==> config.mk <==
export PLATFORM = sky130hd
export DESIGN_NAME = gpuhf_unwrap
export DESIGN_NICKNAME = d
export VERILOG_FILES = /design/src/gpuhf_pkg.sv /design/src/gpuhf_unwrap.sv
export SDC_FILE = /design/constraint.sdc
export NUM_CORES = 1
export LEC_CHECK = 0
export BUFFER_PORTS_ARGS = -buffer_cell sky130_fd_sc_hd__buf_2
export CAP_MARGIN = 20
export CORE_MARGIN = 2
export CORE_UTILIZATION = 61
export DETAILED_ROUTE_END_ITERATION = 8
export PLACE_DENSITY = 0.85
export SYNTH_ARGS = -nofsm -noshare
export SYNTH_HDL_FRONTEND = slang
export SYNTH_SLANG_ARGS = --single-unit
==> constraint.sdc <==
create_clock -name clk_i -period 13.5 [get_ports clk_i]
set_input_delay 4.05 -clock clk_i [delete_from_list [all_inputs] [get_ports clk_i]]
set_output_delay 4.05 -clock clk_i [all_outputs]
set_load 0.02 [all_outputs]
==> src/gpuhf_pkg.sv <==
package gpuhf_pkg;

  localparam int unsigned FRAC_BITS   = 4;
  localparam int unsigned COORD_W     = 18;
  localparam int unsigned GRAY_W      = 13;
  localparam int unsigned GRAY_MAG_W  = GRAY_W - 1;
  localparam int unsigned PHASE_W     = 16;
  localparam int unsigned CFG_W       = 12;
  localparam int unsigned CFG_ADDR_W  = 3;
  localparam int unsigned ROW_W       = 11;
  localparam int unsigned COL_W       = 11;
  localparam int unsigned LINE_DEPTH  = 2048;
  localparam int unsigned LINE_AW     = $clog2(LINE_DEPTH);
  localparam int unsigned IN_TDATA_W  = 64;
  localparam int unsigned OUT_TDATA_W = 64;
  localparam int unsigned DIV_CNT_W   = $clog2(GRAY_MAG_W + 1);

  localparam logic [CFG_W-1:0] DIM_MIN = 12'd3;
  localparam logic [CFG_W-1:0] DIM_MAX = 12'd2048;

  localparam logic [CFG_W-1:0] RST_FRAME_WIDTH   = 12'd1280;
  localparam logic [CFG_W-1:0] RST_FRAME_HEIGHT  = 12'd1024;
  localparam logic [CFG_W-1:0] RST_X_PERIOD      = 12'd20;
  localparam logic [CFG_W-1:0] RST_X_GRAY_PERIOD = 12'd10;
  localparam logic [CFG_W-1:0] RST_Y_PERIOD      = 12'd20;
  localparam logic [CFG_W-1:0] RST_Y_GRAY_PERIOD = 12'd10;

  typedef logic signed [COORD_W-1:0] coord_t;

  typedef enum logic [CFG_ADDR_W-1:0] {
    REG_FRAME_WIDTH   = 3'd0,
    REG_FRAME_HEIGHT  = 3'd1,
    REG_X_PERIOD      = 3'd2,
    REG_X_GRAY_PERIOD = 3'd3,
    REG_Y_PERIOD      = 3'd4,
    REG_Y_GRAY_PERIOD = 3'd5
  } cfg_reg_e;

  typedef enum logic [1:0] {
    S_IDLE,
    S_RD1,
    S_RD2,
    S_WAIT
  } state_e;

  typedef struct packed {
    coord_t             proj_x;
    coord_t             proj_y;
    logic [ROW_W-1:0]   row;
    logic [COL_W-1:0]   col;
    logic               last;
  } res_t;

  function automatic logic [CFG_W-1:0] clamp_dim(input logic [CFG_W-1:0] v);
    logic [CFG_W-1:0] r;
    if (v < DIM_MIN) r = DIM_MIN;
    else if (v > DIM_MAX) r = DIM_MAX;
    else r = v;
    return r;
  endfunction

  function automatic logic is_pos(input coord_t v);
    return !v[COORD_W-1] && (v != '0);
  endfunction

endpackage

==> src/gpuhf_unwrap.sv <==
module gpuhf_unwrap import gpuhf_pkg::*; (
  input  logic                      clk_i,
  input  logic                      rst_ni,
  input  logic                      start_i,
  input  logic signed [GRAY_W-1:0]  gray_i,
  input  logic [PHASE_W-1:0]        phase_i,
  input  logic [CFG_W-1:0]          period_i,
  input  logic [CFG_W-1:0]          gray_period_i,
  output logic                      done_o,
  output coord_t                    coord_o
);

  logic signed [GRAY_W-1:0] gray_q;
  logic [PHASE_W-1:0]       phase_q;
  logic [CFG_W-1:0]         period_q;
  logic [CFG_W-1:0]         dvs_q;
  logic [GRAY_MAG_W-1:0]    dvd_q, dvd_d;
  logic [GRAY_MAG_W:0]      rem_q, rem_d;
  logic                     qbit_q, qbit_d;
  logic [DIV_CNT_W-1:0]     cnt_q;
  logic                     busy_q, done_q;

  logic [GRAY_MAG_W:0]      rem_sh;
  logic                     ge;

  // one quotient bit per cycle, only the parity of the final quotient is kept
  always_comb begin
    rem_sh = {rem_q[GRAY_MAG_W-1:0], dvd_q[GRAY_MAG_W-1]};
    ge     = rem_sh >= {1'b0, dvs_q};
    rem_d  = ge ? rem_sh - {1'b0, dvs_q} : rem_sh;
    dvd_d  = {dvd_q[GRAY_MAG_W-2:0], 1'b0};
    qbit_d = ge;
  end

  always_ff @(posedge clk_i) begin
    if (start_i) begin
      gray_q   <= gray_i;
      phase_q  <= phase_i;
      period_q <= period_i;
      dvs_q    <= (gray_period_i == '0) ? CFG_W'(1) : gray_period_i;
      dvd_q    <= gray_i[GRAY_MAG_W-1:0];
      rem_q    <= '0;
      qbit_q   <= 1'b0;
    end else if (busy_q) begin
      dvd_q  <= dvd_d;
      rem_q  <= rem_d;
      qbit_q <= qbit_d;
    end
  end

  always_ff @(posedge clk_i or negedge rst_ni) begin
    if (!rst_ni) begin
      cnt_q  <= '0;
      busy_q <= 1'b0;
      done_q <= 1'b0;
    end else if (start_i) begin
      cnt_q  <= DIV_CNT_W'(GRAY_MAG_W);
      busy_q <= 1'b1;
      done_q <= 1'b0;
    end else if (busy_q) begin
      cnt_q <= cnt_q - 1'b1;
      if (cnt_q == DIV_CNT_W'(1)) begin
        busy_q <= 1'b0;
        done_q <= 1'b1;
      end
    end
  end

  logic [PHASE_W-1:0]  pfx;
  logic [PHASE_W+1:0]  ph4, p3;
  logic signed [PHASE_W+2:0] phs;
  logic signed [PHASE_W+3:0] sum;

  always_comb begin
    pfx = {period_q, {FRAC_BITS{1'b0}}};
    ph4 = {phase_q, 2'b00};
    p3  = {2'b00, pfx} + {1'b0, pfx, 1'b0};
    phs = signed'({3'b000, phase_q});
    if (!qbit_q) begin
      if (ph4 > p3) phs = phs - signed'({3'b000, pfx});
    end else begin
      if (ph4 < {2'b00, pfx}) phs = phs + signed'({3'b000, pfx});
      phs = phs - signed'({4'b0000, pfx[PHASE_W-1:1]});
    end
    sum = signed'({4'b0000, gray_q[GRAY_MAG_W-1:0], {FRAC_BITS{1'b0}}}) +
          signed'({phs[PHASE_W+2], phs});
    if (gray_q[GRAY_W-1]) begin
      coord_o = {gray_q[GRAY_W-1], gray_q, {FRAC_BITS{1'b0}}};
    end else if (sum > 20'sd131071) begin
      coord_o = 18'sh1FFFF;
    end else if (sum < -20'sd131072) begin
      coord_o = 18'sh20000;
    end else begin
      coord_o = sum[COORD_W-1:0];
    end
  end

  assign done_o = done_q;

endmodule

==> metrics.md <==
| Metric | Value |
|---|---|
| Result of the run | finished, final reports clean |
| Average cell area after synthesis | 9.21 sq um |
| Setup repair after global routing missed its margin | no |
| Final Critical Period | 11830 ps |
| Layout overhead on the synthesized area | 9.43% |
| Maximum number of pins on one net before global-route repair | 60 |
| Crit path required time | 9450 ps |
| Origin of the worst min-delay path | rem_q[1] |
| Synthesized cell area | 0.00759 sq mm |
| Global-route usage over all layers | 0.248 |
| Count of port buffers added during placement | 74 |
| Stage delay of the slowest cell on the critical path | 500 ps |
| Slowest cell on the critical path | sky130_fd_sc_hd__or3b_2 |
| FP Rows | 40 |
| Startpoint type of the worst setup path | flip-flop |
| FF-to-FF Start | dvs_q[1] |
| Kind of path behind the tightest hold check | reg -> reg |
| Maximum number of buffers from clock root to sink | 2 |
| Core area | 0.0121 sq mm |
| Total number of nets in the final design | 1038 |
| Via total after detailed routing | 6057 |
| Chip height | 116 microns |
| Routed WL | 16100 microns |
| Placer congestion estimate | 0.932 |
| Critical Path Fanout Max | 14 |
| Vias in the first global route | 5740 |
| Critical path class | reg -> out |
| Total nets after synthesis | 989 |
| Design Power | 1.24 mW |
| Post-synth top flop | sky130_fd_sc_hd__edfxtp_1 |
| Count of flip-flops with a built-in enable after synthesis | 65 |
| 1st-pass router iterations | 5 |
| Effective utilization at floorplan | 0.629 |
| Post-route clock period utilization | 0.876 |
| Initial antenna violation count | 0 |
| Setup ws final | 1670 ps |
| Worst vdd rail ir drop | 0.000111 V |
| Total setup violations reported at the end of the flow | 0 |
| Total inserted antenna cells | 0 |
| Final routed wire length divided by cell count | 15.4 microns |
| Setup crit end kind | output pin |
| Post-detail-place hpwl | 12400 microns |
| FF+latch count, synth | 84 |
| Yosys warning total | 0 |
| Setup Total Neg Slack | 0 ps |
| Final global-route overflow total | 0 |
| Most frequent standard cell in the layout excluding fill and tap cells | sky130_fd_sc_hd__ha_1 |
| Clock slew seen by the registers of the worst setup and hold paths | 60 ps |
| Ports placed on the boundary | 75 |
| P per Cell Area | 149 mW/mm^2 |
| Worst setup slack after placement | 1660 ps |
| Yosys cell types | 75 |
| Sequential cell area fraction in the yosys report | 0.311 |
| Worst-case clock skew | 5.94 ps |
| Die area | 0.0134 sq mm |
| Clock insertion delay at the later pin of the skew report | 350 ps |
| Met1 track demand over resource in global routing | 0.309 |
| Number of vias per cell | 5.79 |
| Leading cell types in the layout, fill and taps excluded | sky130_fd_sc_hd__ha_1, sky130_fd_sc_hd__buf_2, sky130_fd_sc_hd__edfxtp_1 |
| # clock sinks | 84 |
| Library cell with the largest summed area after synthesis | sky130_fd_sc_hd__edfxtp_1 |
| Biggest area contributors in the synthesized netlist | sky130_fd_sc_hd__edfxtp_1, sky130_fd_sc_hd__ha_1, sky130_fd_sc_hd__xnor2_1 |
| Gates resized, CTS repair | 0 |
| Hold bufs inserted after CTS | 0 |
| # Max-Cap Violations | 0 |
| Proportion of layout cells with a drive suffix above 1 | 0.157 |
| Area fraction of the dominant cell type after synthesis | 0.257 |
| First-pass GRT wire length | 26400 microns |
| Remaining antenna violation count | 0 |
| Transition time of the tightest slew-check pin | 952 ps |
| Leakage power total | 3.66 nW |
| Highest Clock Rate | 84.5 MHz |
| Met3 usage in global routing | 0.0492 |
| Number of H-tree levels | 3 |
| Cell repeated most along the worst path | sky130_fd_sc_hd__a21oi_1 |
| Launching element of the worst setup path | period_q[0] |
| Iteration-0 DRC count of the detailed router | 321 |
| Count of pins over their slew limit | 0 |
| TritonCTS Buffers | 9 |
| GRT Max-Usage Layer | met2 |
| Post-CTS Setup Bufs | 0 |
| Async set or reset register ratio after synthesis | 0.0714 |
| Residual DRC count | 0 |
| Met2 capacity usage during global routing | 0.428 |
| Gate Count Post-Synth | 824 |
| Headroom to the max-slew limit | 0.364 |
| CP arrival | 7780 ps |
| CTS Root Buffer Type | sky130_fd_sc_hd__clkbuf_16 |
| CTS tree | yes |
| Horizontal die dimension | 116 microns |
| Number of hold violations in the final report | 0 |
-- path summary, 6_finish.rpt --
check | slack, ps | to | cells after the start
setup / recovery | 1670 | coord_o[7] | 32
hold / removal | 500 | rem_q[1] | 2
setup reg to reg | 10290 | rem_q[0] | 11
hold reg to reg | 500 | rem_q[1] | 2
max in group asynchronous | 9840 | cnt_q[1] | 1
min in group asynchronous | 3510 | done_o | 1
-- worst max-delay path: cells and delay by family (launching register included) --
kind	cells	cell delay, ps
AO/OA/AOI/OAI	18	3790
AND/OR/NAND/NOR	7	1420
adder cells (fa/ha/maj)	4	1290
buffers and inverters	3	470
flip-flops	1	440
-- cell type report --
class / instances / area (sq um)
clock buffers: 10 / 229
clock inverters: 6 / 38.8
fillers: 966 / 3750
inverters: 59 / 221
multi-input cells: 642 / 4830
flip-flops and latches: 84 / 2360
well taps: 168 / 210
repair buffers: 77 / 419
-- per-stage QoR --
| step | cells | util | cell area, sq um | hold WS (ps) |
|---|---|---|---|---|
| floorplan | 824 | - | 7590 | 462 |
| global placement | 1028 | 0.663 | 8000 | 485 |
| detailed placement | 1028 | 0.663 | 8000 | 491 |
| CTS | 1044 | 0.686 | 8270 | 501 |
| global route | 1046 | 0.689 | 8310 | 523 |
| finish | 1046 | 0.689 | 8310 | 499 |
-- report_power, final --
part | internal, mW | switching, mW
Sequential | 0.310 | 0.0312
Clock | 0.124 | 0.103
Combinational | 0.290 | 0.380
Total | 0.725 | 0.514
-- sequential cells by signal (all words and copies together), names as in the netlist --
signal,flops
phase_q,16
rem_q,12
period_q,12
busy_q,1
gray_q,13
cnt_q,4
done_o,1
qbit_q,1
dvd_q,12
dvs_q,12
-- cell families (layout without fill, tap and decap cells) --
family / after synthesis / count (layout) / synth area share
mux: 26 / 26 / 0.0364
xor+xnor: 51 / 51 / 0.0588
flops: 84 / 84 / 0.311
fa+ha+maj: 109 / 109 / 0.186
buf+inv: 98 / 152 / 0.0539
compound gates: 227 / 227 / 0.198
simple gates: 229 / 229 / 0.156
-- routing by layer --
layer / up-vias / share of wire
met5: - / 0
met4: 0 / 0.023
met3: 34 / 0.043
met2: 139 / 0.50
met1: 2790 / 0.43
li1: 3094 / -
-- synthesized netlist by cell type, drive strengths merged (17+ instances only) --
library cell / number
o21ai: 53
a21o: 17
nand2: 60
inv: 59
nor2b: 32
a21oi: 65
clkbuf: 29
xnor2: 37
ha: 103
a211oi: 21
edfxtp: 65
nor2: 56
(Power assumes the default switching activity.)
